--- src/hw/rtl/upd_pkg.sv ---
// shared types, character constants and hex digit helper for the url percent decoder
package upd_pkg;

   localparam logic [7:0] CH_PLUS    = 8'h2B;
   localparam logic [7:0] CH_SPACE   = 8'h20;
   localparam logic [7:0] CH_PERCENT = 8'h25;

   // marks a byte that is not a hex digit
   localparam logic [4:0] HEX_NONE = 5'd16;

   localparam int QUEUE_DEPTH_DEF = 4;
   localparam int MAX_RESULTS     = 3;

   // escape progress, one-hot
   typedef enum logic [2:0] {
      PH_IDLE  = 3'b001,
      PH_PCT   = 3'b010,
      PH_DIGIT = 3'b100
   } upd_phase_type;

   // results caused by one item
   typedef struct packed {
      logic [1:0]                        count;
      logic                              last;
      logic [MAX_RESULTS-1:0][7:0]       bytes;
   } upd_bundle_type;

   typedef struct packed {
      logic           push;
      upd_bundle_type bundle;
   } upd_push_type;

   function automatic logic [4:0] upd_hex_value(input logic [7:0] b);
      logic [7:0] d;
      d = 8'd0;
      if (b inside {[8'h30:8'h39]}) begin
         d = b - 8'h30;
         return d[4:0];
      end else if (b inside {[8'h61:8'h66]}) begin
         d = b - 8'h61 + 8'd10;
         return d[4:0];
      end else if (b inside {[8'h41:8'h46]}) begin
         d = b - 8'h41 + 8'd10;
         return d[4:0];
      end
      return HEX_NONE;
   endfunction

endpackage

--- src/hw/rtl/upd_if.sv ---
// request and response channel interfaces of the url percent decoder
interface upd_req_if;
   logic       valid;
   logic       ready;
   logic [7:0] in_byte;
   logic       in_last;

   modport source (output valid, output in_byte, output in_last, input ready);
   modport sink   (input valid, input in_byte, input in_last, output ready);
endinterface

interface upd_rsp_if;
   logic       valid;
   logic       ready;
   logic [7:0] out_byte;
   logic       out_last;

   modport source (output valid, output out_byte, output out_last, input ready);
   modport sink   (input valid, input out_byte, input out_last, output ready);
endinterface

--- src/hw/rtl/upd_front.sv ---
// front end: accepts items, tracks the escape and builds the result bundle
module upd_front
   import upd_pkg::*;
(
   input  logic         clock,
   input  logic         reset,
   upd_req_if.sink      req_chan,
   input  logic         q_full,
   output upd_push_type push_out
);

   upd_phase_type phase_ff, phase_in;
   logic [7:0]    held_ff, held_in;
   logic [4:0]    hv, held_hv;
   logic          is_hex, fire;
   logic          fr_emit, fr_to_pct, use_fresh;
   logic [7:0]    fr_byte, pre0, pre1;
   logic [1:0]    pre_cnt, total;

   assign req_chan.ready = !q_full;
   assign fire           = req_chan.valid && req_chan.ready;
   assign hv             = upd_hex_value(req_chan.in_byte);
   assign held_hv        = upd_hex_value(held_ff);
   assign is_hex         = !hv[4];

   always_comb begin
      // byte handled with no escape pending
      fr_emit   = 1'b1;
      fr_to_pct = 1'b0;
      fr_byte   = req_chan.in_byte;
      if (req_chan.in_byte == CH_PLUS) begin
         fr_byte = CH_SPACE;
      end else if (req_chan.in_byte == CH_PERCENT) begin
         fr_emit   = req_chan.in_last;
         fr_to_pct = !req_chan.in_last;
      end

      pre_cnt   = 2'd0;
      pre0      = CH_PERCENT;
      pre1      = held_ff;
      use_fresh = 1'b1;
      phase_in  = fr_to_pct ? PH_PCT : PH_IDLE;
      held_in   = held_ff;

      case (phase_ff)
         PH_PCT: begin
            if (is_hex) begin
               use_fresh = 1'b0;
               if (req_chan.in_last) begin
                  pre_cnt  = 2'd2;
                  pre1     = req_chan.in_byte;
                  phase_in = PH_IDLE;
               end else begin
                  phase_in = PH_DIGIT;
                  held_in  = req_chan.in_byte;
               end
            end else begin
               pre_cnt = 2'd1;
            end
         end
         PH_DIGIT: begin
            if (is_hex) begin
               use_fresh = 1'b0;
               pre_cnt   = 2'd1;
               pre0      = {held_hv[3:0], hv[3:0]};
               phase_in  = PH_IDLE;
            end else begin
               pre_cnt = 2'd2;
            end
         end
         default: begin
         end
      endcase

      total = pre_cnt + {1'b0, (use_fresh && fr_emit)};

      push_out.push                = fire && (total != 2'd0);
      push_out.bundle.count        = total;
      push_out.bundle.last         = req_chan.in_last;
      push_out.bundle.bytes[0]     = (pre_cnt != 2'd0) ? pre0 : fr_byte;
      push_out.bundle.bytes[1]     = (pre_cnt == 2'd2) ? pre1 : fr_byte;
      push_out.bundle.bytes[2]     = fr_byte;
   end

   always_ff @(posedge clock) begin
      if (reset) begin
         phase_ff <= PH_IDLE;
      end else if (fire) begin
         phase_ff <= phase_in;
      end
   end

   always_ff @(posedge clock) begin
      if (reset) begin
         held_ff <= 8'h00;
      end else if (fire) begin
         held_ff <= held_in;
      end
   end

   // end of string always leaves no escape pending
   a_last_clears: assert property (@(posedge clock) disable iff (reset)
      fire && req_chan.in_last |=> phase_ff == PH_IDLE)
      else $error("escape pending after end of string");

   // an item ending the string always produces a result
   a_last_emits: assert property (@(posedge clock) disable iff (reset)
      fire && req_chan.in_last |-> push_out.push)
      else $error("end of string produced no result");

endmodule

--- src/hw/rtl/upd_queue.sv ---
// small fifo of result bundles between front and back
module upd_queue
   import upd_pkg::*;
#(
   parameter int WIDTH = $bits(upd_bundle_type),
   parameter int DEPTH = QUEUE_DEPTH_DEF
) (
   input  logic             clock,
   input  logic             reset,
   input  logic             push,
   input  logic [WIDTH-1:0] push_data,
   input  logic             pop,
   output logic [WIDTH-1:0] pop_data,
   output logic             full,
   output logic             empty
);

   localparam int PW = (DEPTH > 1) ? $clog2(DEPTH) : 1;
   localparam int CW = $clog2(DEPTH + 1);
   localparam logic [PW-1:0] LAST_PTR = PW'(DEPTH - 1);
   localparam logic [CW-1:0] DEPTH_C  = CW'(DEPTH);

   logic [WIDTH-1:0] mem_ff [DEPTH];
   logic [PW-1:0]    wr_ff, wr_in, rd_ff, rd_in;
   logic [CW-1:0]    cnt_ff, cnt_in;
   logic             do_push, do_pop;

   assign full     = (cnt_ff == DEPTH_C);
   assign empty    = (cnt_ff == '0);
   assign do_push  = push && !full;
   assign do_pop   = pop && !empty;
   assign pop_data = mem_ff[rd_ff];

   always_comb begin
      wr_in  = do_push ? ((wr_ff == LAST_PTR) ? '0 : wr_ff + 1'b1) : wr_ff;
      rd_in  = do_pop  ? ((rd_ff == LAST_PTR) ? '0 : rd_ff + 1'b1) : rd_ff;
      cnt_in = cnt_ff + CW'(do_push) - CW'(do_pop);
   end

   always_ff @(posedge clock) begin
      if (reset) begin
         wr_ff  <= '0;
         rd_ff  <= '0;
         cnt_ff <= '0;
      end else begin
         wr_ff  <= wr_in;
         rd_ff  <= rd_in;
         cnt_ff <= cnt_in;
      end
   end

   always_ff @(posedge clock) begin
      if (do_push) begin
         mem_ff[wr_ff] <= push_data;
      end
   end

   a_no_overflow: assert property (@(posedge clock) disable iff (reset)
      !(push && full))
      else $error("push into full queue");

   a_count_range: assert property (@(posedge clock) disable iff (reset)
      cnt_ff <= DEPTH_C)
      else $error("queue count out of range");

endmodule

--- src/hw/rtl/upd_back.sv ---
// back end: unpacks bundles into single result items on the response channel
module upd_back
   import upd_pkg::*;
(
   input  logic           clock,
   input  logic           reset,
   input  upd_bundle_type q_data,
   input  logic           q_empty,
   output logic           q_pop,
   upd_rsp_if.source      rsp_chan
);

   upd_bundle_type hold_ff;
   logic [1:0]     idx_ff, idx_in;
   logic           busy, fire, done, load;

   assign busy  = (hold_ff.count != 2'd0);
   assign fire  = rsp_chan.valid && rsp_chan.ready;
   assign done  = (idx_ff == hold_ff.count - 2'd1);
   assign load  = (!busy || (fire && done)) && !q_empty;
   assign q_pop = load;

   assign rsp_chan.valid    = busy;
   assign rsp_chan.out_byte = hold_ff.bytes[idx_ff];
   assign rsp_chan.out_last = hold_ff.last && done;

   always_comb begin
      idx_in = idx_ff;
      if (load) begin
         idx_in = 2'd0;
      end else if (fire && !done) begin
         idx_in = idx_ff + 2'd1;
      end
   end

   always_ff @(posedge clock) begin
      if (reset) begin
         hold_ff.count <= 2'd0;
         idx_ff        <= 2'd0;
      end else begin
         idx_ff <= idx_in;
         if (load) begin
            hold_ff <= q_data;
         end else if (fire && done) begin
            hold_ff.count <= 2'd0;
         end
      end
   end

   a_idx_range: assert property (@(posedge clock) disable iff (reset)
      busy |-> idx_ff < hold_ff.count)
      else $error("result index beyond bundle");

endmodule

--- src/hw/rtl/url_percent_decoder.sv ---
// top level of the url percent decoder
//
// req_chan carries the encoded string, one character per item, with in_last
// on its final character. rsp_chan gives the decoded bytes, with out_last on
// the final decoded byte of each string. '+' turns into a space, '%' plus
// two hex digits turns into one byte, a broken or unfinished escape comes
// out literally.
// an item is taken every cycle while the bundle queue has room; each item
// leaves 0 to 3 results, which the back end sends one per cycle while
// rsp_chan is ready, so the sustained rate is one item per cycle as long as
// items give at most one result each. a broken escape gives extra results.
// the first result of an item is written into the queue when the item is
// accepted, then loaded into the output register, where it is valid.
// when rsp_chan stalls, results wait in the output register and up to
// QUEUE_DEPTH bundles pile up in the queue; req_chan.ready drops only once
// the queue is full.
// reset (synchronous, active high) empties the queue, drops the output
// register and clears any pending escape.
module url_percent_decoder
   import upd_pkg::*;
#(
   parameter int QUEUE_DEPTH = QUEUE_DEPTH_DEF
) (
   input  logic      clock,
   input  logic      reset,
   upd_req_if.sink   req_chan,
   upd_rsp_if.source rsp_chan
);

   upd_push_type   front_push;
   upd_bundle_type q_out;
   logic           q_full, q_empty, q_pop;

   // front: escape tracking and bundle build
   upd_front u_front (
      .clock    (clock),
      .reset    (reset),
      .req_chan (req_chan),
      .q_full   (q_full),
      .push_out (front_push)
   );

   // decoupling queue between front and back
   upd_queue #(
      .WIDTH ($bits(upd_bundle_type)),
      .DEPTH (QUEUE_DEPTH)
   ) u_queue (
      .clock     (clock),
      .reset     (reset),
      .push      (front_push.push),
      .push_data (front_push.bundle),
      .pop       (q_pop),
      .pop_data  (q_out),
      .full      (q_full),
      .empty     (q_empty)
   );

   // back: one result item per cycle from the output register while rsp_chan is ready
   upd_back u_back (
      .clock    (clock),
      .reset    (reset),
      .q_data   (q_out),
      .q_empty  (q_empty),
      .q_pop    (q_pop),
      .rsp_chan (rsp_chan)
   );

endmodule
--- src/flat_wrapper.sv ---
// flat-port wrapper written by rule: the top's interface ports become plain ports
module url_percent_decoder_flat import upd_pkg::*;
#(
   parameter int QUEUE_DEPTH = QUEUE_DEPTH_DEF
)
  (clock, reset, req_chan_valid, req_chan_in_byte, req_chan_in_last, req_chan_ready, rsp_chan_valid, rsp_chan_out_byte, rsp_chan_out_last, rsp_chan_ready);
  upd_req_if req_chan_i ();
  upd_rsp_if rsp_chan_i ();
  input  logic clock;
  input  logic reset;
  input wire logic [$bits(req_chan_i.valid)-1:0] req_chan_valid;
  input wire logic [$bits(req_chan_i.in_byte)-1:0] req_chan_in_byte;
  input wire logic [$bits(req_chan_i.in_last)-1:0] req_chan_in_last;
  output wire logic [$bits(req_chan_i.ready)-1:0] req_chan_ready;
  output wire logic [$bits(rsp_chan_i.valid)-1:0] rsp_chan_valid;
  output wire logic [$bits(rsp_chan_i.out_byte)-1:0] rsp_chan_out_byte;
  output wire logic [$bits(rsp_chan_i.out_last)-1:0] rsp_chan_out_last;
  input wire logic [$bits(rsp_chan_i.ready)-1:0] rsp_chan_ready;
  assign req_chan_i.valid = req_chan_valid;
  assign req_chan_i.in_byte = req_chan_in_byte;
  assign req_chan_i.in_last = req_chan_in_last;
  assign req_chan_ready = req_chan_i.ready;
  assign rsp_chan_valid = rsp_chan_i.valid;
  assign rsp_chan_out_byte = rsp_chan_i.out_byte;
  assign rsp_chan_out_last = rsp_chan_i.out_last;
  assign rsp_chan_i.ready = rsp_chan_ready;
  url_percent_decoder #(.QUEUE_DEPTH(QUEUE_DEPTH)) u_core (.clock(clock), .reset(reset), .req_chan(req_chan_i), .rsp_chan(rsp_chan_i));
endmodule
--- config.mk ---
export PLATFORM = sky130hd
export DESIGN_NAME = url_percent_decoder_flat
export DESIGN_NICKNAME = d
export VERILOG_FILES = /design/src/hw/rtl/upd_pkg.sv /design/src/hw/rtl/upd_if.sv /design/src/hw/rtl/upd_front.sv /design/src/hw/rtl/upd_queue.sv /design/src/hw/rtl/upd_back.sv /design/src/hw/rtl/url_percent_decoder.sv /design/src/flat_wrapper.sv
export SDC_FILE = /design/constraint.sdc
export NUM_CORES = 1
export LEC_CHECK = 0
export ABC_CLOCK_PERIOD_IN_PS = 4950
export BUFFER_PORTS_ARGS = -buffer_cell sky130_fd_sc_hd__buf_2
export CORE_ASPECT_RATIO = 1.4
export CORE_MARGIN = 3
export CORE_UTILIZATION = 29
export CTS_BUF_LIST = sky130_fd_sc_hd__clkbuf_4
export DETAILED_ROUTE_END_ITERATION = 10
export SYNTH_ARGS = -nofsm -noshare
export SYNTH_HDL_FRONTEND = slang
export SYNTH_SLANG_ARGS = --single-unit
--- constraint.sdc ---
create_clock -name clock -period 4.95 [get_ports clock]
set_input_delay 0.7425 -clock clock [delete_from_list [all_inputs] [get_ports clock]]
set_output_delay 0.7425 -clock clock [all_outputs]
set_load 0.02 [all_outputs]
==> results.yml, run 1 <==
outcome:
  outcome: "finished, final reports clean"
cts:
  numCtsBuffers: 17
  clock_latency_ns: 0.53
  cts_setup_buffers: 0
  htree_levels: 4
  clockBufferDepth: 2
  root_buffer: "clkbuf_4"
  cts.clk_slew.worst_paths_ns: 0.14
  ctsHoldBuffers: 0
  clkSinkCount: 157
  cts_resized: 0
  cts_tree: "built"
sta:
  period_needed_ns: 4.14
  period_share: 0.837
  fmax_mhz: 241
  timing.hold.ws_ns: 0.510
  rsz0062_at_grt: "false"
  finClkSkew_ns: 0.0298
  setup_slack_ns: 0.807
  tns_ns: 0
  finalHoldViolCount: 0
  setup_viol: 0
  worstMarginPinSlew_ns: 0.985
  relSlewSlack: 0.344
  slew_viol_final: 0
setup_path:
  r2r-start: "u_core.u_front.phase_ff[1]"
  cp-start-kind: "input pin"
  crit_slowest_cell: "ha_1"
  crit_buf_inv: 4
  crit_end: "u_core.u_queue.cnt_ff[2]"
  arrival_ns: 4.55
  path_depth: 21
  end_kind: "flip-flop"
  crit_family: "adder cells"
  rr_endpoint: "u_core.u_queue.cnt_ff[2]"
  startpoint: "req_chan_in_byte[0]"
  crit_fanout: 10
  r2r_setup_slack_ns: 1.58
  worstPathRequired_ns: 5.36
  crit_chain: "buf_2, inv_1, ha_1, o21ba_2, o21ai_4, and2_4, nor2_1, a21oi_1, nor2_1, ha_1, nand2b_1, nor3_1, nor4_4, inv_1, ha_1, inv_1, ha_1, fa_1, xnor2_1, xnor2_1, nor2_1"
  critPathMaxStageDelay_ns: 0.42
  rr_worst_depth: 15
  crit_type: "in2reg"
  worst_path_most_repeated_cell: "ha_1"
placed_design:
  place_area_sq_mm: 0.00708
  dp_slack_ns: 0.273
  hpwlAfterDp_um: 8270
  gp_congestion: 0.941
  numPortBuffers: 23
synthesis:
  yosysUniqueCellTypes: 51
  synth_area_leaders: "edfxtp_1 60%, mux4_2 9.2%, dfxtp_1 7.3%"
  synth_top_family_by_area: "multiplexers"
  synthAdderAreaFrac: 0.0314
  synth_top_area_cell: "edfxtp_1"
  netlist_instances: 413
  synth-xor-area-share: 0.00927
  synth_enable_flop_cells: 133
  yosysSeqAreaShare: 0.677
  yosys_warnings: 0
  synthMuxAreaShare: 0.127
  yosys.area_share.simple: 0.0740
  yosysMostFrequentCell: "edfxtp_1"
  ys_async_sr_fraction: 0
  synth_nets: 442
  ys.flop_type: "edfxtp_1"
  syn-cell-area_sq_mm: 0.00661
  synth_compound_area_frac: 0.0579
  synth_commonest_cells: "133 x edfxtp_1, 27 x mux4_2, 27 x nor2_1, 24 x dfxtp_1, 24 x nand2_1"
  synth-seq-cells: 157
  synth_top_cell_area_share: 0.604
  avgSynthCellArea_sq_um: 16.0
power:
  power.density_mw_per_mm2: 459
  leakage_nw: 2.35
  ir_drop_mv: 0.163
drt:
  num_vias: 3463
  first_pass_iters: 5
  wl_met3_um: 220
  route.detailed.drc: 0
  wl_um: 12000
  avgViaCountPerCell: 4.59
  drtIter0Drc: 152
  wl_per_cell_um: 15.9
  ant_nets: 0
  wl_met2_um: 6640
  drt-met1-wl_um: 4940
  top_layer: "met4"
floorplan:
  die_h_um: 185
  initial_core_util: 0.299
  ioPinCount: 24
  fp.dieArea_sq_mm: 0.0247
  fp.dieW_um: 134
  rows: 64
  core_sq_mm: 0.0221
flow_run:
  cap_viol_max_count: 0
min_path:
  min_path_cells: 2
  hold_class: "reg2reg"
global_route:
  grt_max_degree: 28
  grt_usage: 0.103
  antenna_found_initial: 1
  grt_pass1_wl_um: 19400
  grt_pass1_vias: 3681
  grt_overflow: 0
finish:
  post-route-util: 0.334
  drive_above_1_share: 0.236
  final_area_sq_mm: 0.00738
  fin_nets: 473
  area_growth_pct: 11.6
[cells in the final DEF, fill, tap and decap left out, types with 5 or more instances in the layout]
master / n
a21oi_1: 16
a22o_1: 6
and2_1: 5
buf_2: 23
buf_4: 9
clkbuf_4: 18
dfxtp_1: 23
edfxtp_1: 133
ha_1: 15
inv_1: 16
mux2i_1: 18
mux4_2: 27
nand2_1: 24
nand2b_1: 5
nor2_1: 27
nor2b_1: 5
nor3_1: 9
o21ai_0: 14
xnor2_1: 6
[state kept, by name, indices dropped and copies added, names as in the netlist, named ones only]
name                     cells
u_core.u_back.hold_ff       27
u_core.u_back.idx_ff         2
u_core.u_front.held_ff       8
u_core.u_front.phase_ff      3
u_core.u_queue.cnt_ff        3
u_core.u_queue.mem_ff      108
u_core.u_queue.rd_ff         2
u_core.u_queue.wr_ff         2
[per-layer routing]
metal	vias to the layer above	global-route usage
met5	-	0
met1	1741	0.116
met2	58	0.187
met4	0	0.0457
li1	1656	-
met3	8	0.0254
[stage by stage]
step / total power (W) / cells
after floorplan: 0.00242 / 413
after global placement: 0.00264 / 722
after detailed placement: 0.00267 / 722
after CTS: 0.00345 / 754
after global routing: 0.00359 / 755
final: 0.00339 / 755
[final cells by class]
type | instances | area (sq um)
antenna | 1 | 2.50
clock buffer | 18 | 135
inverter | 16 | 60.1
tap | 297 | 372
clock inverter | 14 | 161
timing repair buffer | 32 | 183
fill | 2172 | 14700
multi-input combinational | 220 | 1990
sequential | 157 | 4480
[cells by family after synthesis]
kind of cell,Yosys count
multiplexers,49
AO/OA/AOI/OAI,55
XOR/XNOR,7
AND/OR/NAND/NOR,93
flip-flops,157
buffers and inverters,36
adder cells (fa/ha/maj),16
[power by group]
part	switching (W)	leakage [nW]	internal (W)
clock network	0.000462	0.162	0.000319
logic	0.000427	0.771	0.000371
registers	0.000116	1.41	0.00169
[worst min-delay path by stage]
stage | start | endpoint
4_1_cts | req_chan_valid | u_core.u_front.phase_ff[1]
2_1_floorplan | u_core.u_front.phase_ff[1] | u_core.u_front.phase_ff[1]
3_5_place_dp | u_core.u_front.phase_ff[1] | u_core.u_front.phase_ff[1]
6_report | u_core.u_front.phase_ff[1] | u_core.u_front.phase_ff[1]
3_3_place_gp | u_core.u_front.phase_ff[1] | u_core.u_front.phase_ff[1]
5_1_grt | req_chan_valid | u_core.u_front.phase_ff[1]
[worst min-delay path: stages, from the launching register on]
cell and delay, ns:
dfxtp_1 0.36, nand2_1 0.06, a21oi_1 0.06
(Power assumes the default switching activity.)
==> run 2, diff against run 1 <==
- ABC_CLOCK_PERIOD_IN_PS: 4950 -> 4100
- clock period: 4.95 -> 4.1 ns (I/O delays scaled with it)
==> run 2 against run 1 <==
Non-clock buffer count is 11 higher; final cell count grew 1.5%; clock-buffer cell count unchanged; clock power increased by 43%; sequential power grew 20%; die area stayed put; critical path depth stayed put; global-route usage up 0.17 points; total power grew 27%; flip-flop and latch count did not move; hold slack lost 0.14 ns; setup slack got worse by 0.21 ns; critical endpoint unchanged; largest cell class unchanged; highest routed layer unchanged.
==> results.yml, run 2 (synthesized netlist as in run 1, its figures left out) <==
outcome:
  outcome: "finished, final reports clean"
placed_design:
  hpwlAfterDp_um: 8370
  numPortBuffers: 23
  gp_congestion: 0.879
  dp_slack_ns: -0.00112
  placedCellCount: 733
finish:
  area_growth_pct: 14.6
  largest_register_ffs: 108
  mostFrequentLayoutCells: "133 x edfxtp_1, 27 x nor2_1, 27 x mux4_2, 24 x nand2_1"
  reg_top3: "u_core.u_queue.mem_ff: 108 flops, u_core.u_back.hold_ff: 27 flops, u_core.u_front.held_ff: 8 flops"
  fin_nets: 484
  post-route-util: 0.343
  drive_above_1_share: 0.254
  layout_commonest_cell: "edfxtp_1"
  fin_cells: 766
  top_register: "u_core.u_queue.mem_ff"
cts:
  numCtsBuffers: 17
  root_buffer: "clkbuf_4"
  cts_resized: 0
  clkSinkCount: 157
  htree_levels: 4
  ctsHoldBuffers: 0
  cts_setup_buffers: 0
  cts_tree: "built"
  clockBufferDepth: 2
  cts.clk_slew.worst_paths_ns: 0.14
  clock_latency_ns: 0.54
sta:
  timing.hold.ws_ns: 0.375
  rsz0062_at_grt: "false"
  fmax_mhz: 286
  setup_slack_ns: 0.599
  relSlewSlack: 0.332
  setup_viol: 0
  slew_viol_final: 0
  worstMarginPinSlew_ns: 1.00
  finClkSkew_ns: 0.0224
  finalHoldViolCount: 0
  period_needed_ns: 3.50
  period_share: 0.854
setup_path:
  worstPathRequired_ns: 4.53
  arrival_ns: 3.93
  cp-start-kind: "input pin"
  end_kind: "flip-flop"
  crit_type: "in2reg"
  crit_fanout: 3
power:
  leakage_nw: 2.44
  power_w: 0.00429
  ir_drop_mv: 0.249
  power.density_mw_per_mm2: 565
floorplan:
  fp.dieArea_sq_mm: 0.0247
  core_sq_mm: 0.0221
  fp.dieW_um: 134
  ioPinCount: 24
  die_h_um: 185
  rows: 64
  initial_core_util: 0.299
min_path:
  hold_class: "in2reg"
global_route:
  antenna_found_initial: 1
  grt_usage: 0.105
  grt_overflow: 0
  grt_pass1_wl_um: 19800
  grt_pass1_vias: 3702
  grt_max_degree: 28
drt:
  first_pass_iters: 4
  avgViaCountPerCell: 4.60
  ant_nets: 0
  route.detailed.drc: 0
  wl_um: 12200
  drtIter0Drc: 216
  wl_per_cell_um: 15.9
  num_vias: 3522
flow_run:
  cap_viol_max_count: 0
run 2: critical path, cell delays in order:
cell	delay, ns
buf_2	0.09
inv_1	0.06
ha_1	0.20
or3b_1	0.36
o211ai_2	0.08
and2_4	0.17
nor2_1	0.04
a21oi_1	0.12
nor2_1	0.06
ha_1	0.36
nand2b_1	0.15
nor3_1	0.07
nor4_4	0.24
inv_1	0.08
ha_1	0.28
inv_1	0.04
ha_1	0.18
fa_1	0.37
xnor2_1	0.18
xnor2_1	0.14
nor2_1	0.05
run 2: path summary, 6_finish.rpt:
| check | slack [ns] | cells after the start | start | to |
|---|---|---|---|---|
| worst max-delay path | 0.60 | 21 | req_chan_in_byte[1] | u_core.u_queue.cnt_ff[2] |
| worst min-delay path | 0.38 | 3 | req_chan_valid | u_core.u_front.phase_ff[1] |
| worst max register to register | 0.96 | 16 | u_core.u_front.phase_ff[1] | u_core.u_queue.cnt_ff[2] |
| worst min register to register | 0.51 | 2 | u_core.u_back.hold_ff[26] | u_core.u_back.hold_ff[26] |
run 2: stage by stage:
step,instance area [sq um],setup TNS (ns)
after global routing,7580,0
after detailed placement,7210,-0.00112
final,7580,0
after global placement,7210,0
after CTS,7580,0
after floorplan,6610,0
run 2: final cells by class:
type | instances | area [sq um]
multi-input cells | 220 | 1990
well taps | 297 | 372
flip-flops and latches | 157 | 4480
inverters | 16 | 60.1
clock buffers | 18 | 135
fillers | 2184 | 14500
repair buffers | 43 | 315
clock inverters | 14 | 230
diodes | 1 | 2.50
run 2: per-layer routing:
metal,up-vias,global-route usage,share of wire
li1,1667,-,-
met1,1773,0.116,0.41
met2,70,0.192,0.55
met3,12,0.0202,0.030
met4,0,0.0510,0.019
met5,-,0,0
run 2: report_power, final:
group	switching (W)	internal, W	total (W)	leakage [nW]
logic	0.000518	0.000468	0.000986	0.835
clock network	0.000552	0.000567	0.00112	0.190
registers	0.000141	0.00204	0.00218	1.41
total	0.00121	0.00308	0.00429	2.44
==> run 3, diff against run 2 <==
- ABC_CLOCK_PERIOD_IN_PS: 4100 -> 4200
- clock period: 4.1 -> 4.2 ns (I/O delays scaled with it)
==> run 3 against run 2 <==
Non-clock buffer count down 1; utilization decreased by 0.57 points; sequential power about the same.
==> results.yml, run 3 (synthesized netlist as in run 1, its figures left out) <==
placed_design:
  placedCellCount: 732
  numPortBuffers: 23
  hpwlAfterDp_um: 8580
  gp_congestion: 0.959
  dp_slack_ns: -0.0128
flow_run:
  cap_viol_max_count: 0
setup_path:
  critPathMaxStageDelay_ns: 0.38
  crit_chain: "buf_2, inv_1, ha_1, or3b_1, o211ai_2, and2_4, nor2_1, a21oi_1, nor2_1, ha_1, nand2b_1, nor3_1, nor4_4, inv_1, ha_1, inv_1, ha_1, fa_1, xnor2_1, xnor2_1, nor2_1"
  crit_fanout: 5
  crit_type: "in2reg"
  crit_slowest_cell: "fa_1"
  cp-start-kind: "input pin"
  end_kind: "flip-flop"
  arrival_ns: 4.06
  worst_path_most_repeated_cell: "ha_1"
  worstPathRequired_ns: 4.62
power:
  p_int_w: 0.00286
  p_sw_w: 0.00113
  combPwrFrac: 0.231
  power.density_mw_per_mm2: 536
  p_seq_frac: 0.540
  power_frac_clock: 0.229
  ir_drop_mv: 0.225
  swShare: 0.283
  leakage_nw: 2.39
finish:
  fin_cells: 765
  reg_top3: "u_core.u_queue.mem_ff: 108 flops, u_core.u_back.hold_ff: 27 flops, u_core.u_front.held_ff: 8 flops"
  layout_commonest_cell: "edfxtp_1"
  multi_input_area_sq_mm: 0.00199
  area_growth_pct: 12.7
  largest_register_ffs: 108
  drive_above_1_share: 0.251
  top_register: "u_core.u_queue.mem_ff"
  mostFrequentLayoutCells: "133 x edfxtp_1, 27 x nor2_1, 27 x mux4_2, 24 x nand2_1"
  fin_nets: 483
  n_fill_cell: 2175
  seq_area_sq_mm: 0.00448
drt:
  wl_um: 12300
  route.detailed.drc: 0
  avgViaCountPerCell: 4.66
  wl_per_cell_um: 16.1
  num_vias: 3564
  drtIter0Drc: 188
  ant_nets: 0
  first_pass_iters: 5
cts:
  clockBufferDepth: 2
  ctsHoldBuffers: 0
  cts_resized: 0
  cts.clk_slew.worst_paths_ns: 0.13
  clkSinkCount: 157
  cts_setup_buffers: 0
  clock_latency_ns: 0.54
  numCtsBuffers: 17
  htree_levels: 4
  root_buffer: "clkbuf_4"
  cts_tree: "built"
sta:
  rsz0062_at_grt: "false"
  finalHoldViolCount: 0
  relSlewSlack: 0.346
  setup_slack_ns: 0.565
  finClkSkew_ns: 0.0215
  period_share: 0.865
  slew_viol_final: 0
  period_needed_ns: 3.63
  timing.hold.ws_ns: 0.371
  worstMarginPinSlew_ns: 0.981
  fmax_mhz: 275
  setup_viol: 0
global_route:
  grt_max_degree: 28
  grt_overflow: 0
  grt_usage: 0.105
  antenna_found_initial: 1
  grt_pass1_wl_um: 19700
  grt_pass1_vias: 3652
outcome:
  outcome: "finished, final reports clean"
floorplan:
  ioPinCount: 24
  die_h_um: 185
  fp.dieArea_sq_mm: 0.0247
  fp.dieW_um: 134
  initial_core_util: 0.299
  rows: 64
  core_sq_mm: 0.0221
min_path:
  hold_class: "in2reg"
## run 3: routing by layer
metal / share of wire / up-vias / global-route usage / wire [um]
met5: 0 / - / 0 / 0
met4: 0.019 / 0 / 0.0498 / 238
met3: 0.026 / 19 / 0.0216 / 325
met2: 0.55 / 85 / 0.190 / 6740
met1: 0.41 / 1792 / 0.117 / 5000
li1: - / 1668 / - / -
## run 3: final cells by class
type,count,share of cell area
flip-flops and latches,157,0.600
multi-input cells,220,0.267
well taps,297,0.0499
repair buffers,42,0.0346
clock buffers,20,0.0201
clock inverters,12,0.0196
inverters,16,0.00806
diodes,1,0.000336
## run 3: worst paths after layout
| check | from | to | slack (ns) | cells past startpoint |
|---|---|---|---|---|
| worst min register to register | u_core.u_back.hold_ff[26] | u_core.u_back.hold_ff[26] | 0.50 | 2 |
| worst min-delay path | req_chan_valid | u_core.u_front.phase_ff[1] | 0.37 | 3 |
| worst max-delay path | req_chan_in_byte[1] | u_core.u_queue.cnt_ff[2] | 0.57 | 21 |
| worst max register to register | u_core.u_front.phase_ff[1] | u_core.u_queue.cnt_ff[2] | 1.03 | 15 |
## run 3: power by group through the flow
stage / clock [W] / combinational [W] / sequential, W
floorplan: 0 / 0.000767 / 0.00208
CTS: 0.000954 / 0.000948 / 0.00217
global route: 0.00101 / 0.00103 / 0.00219
global placement: 0 / 0.000926 / 0.00220
detailed placement: 0 / 0.000946 / 0.00220
finish: 0.000915 / 0.000921 / 0.00216
## run 3: metrics by stage
stage | cell area (sq um) | util | TNS, ns | total power, W
floorplan | 6610 | - | 0 | 0.00285
global placement | 7150 | 0.324 | 0 | 0.00312
detailed placement | 7150 | 0.324 | -0.0128 | 0.00315
CTS | 7450 | 0.337 | 0 | 0.00407
global route | 7450 | 0.337 | 0 | 0.00424
finish | 7450 | 0.337 | 0 | 0.00399
## run 3: critical path, delay by kind of cell
| family | cells | cell delay (ns) |
|---|---|---|
| adders and majority gates | 5 | 1.40 |
| xor gates and xnor gates | 2 | 0.31 |
| AOI/OAI and AO/OA | 2 | 0.23 |
| and+or+nand+nor | 8 | 1.17 |
| buffers and inverters | 4 | 0.32 |
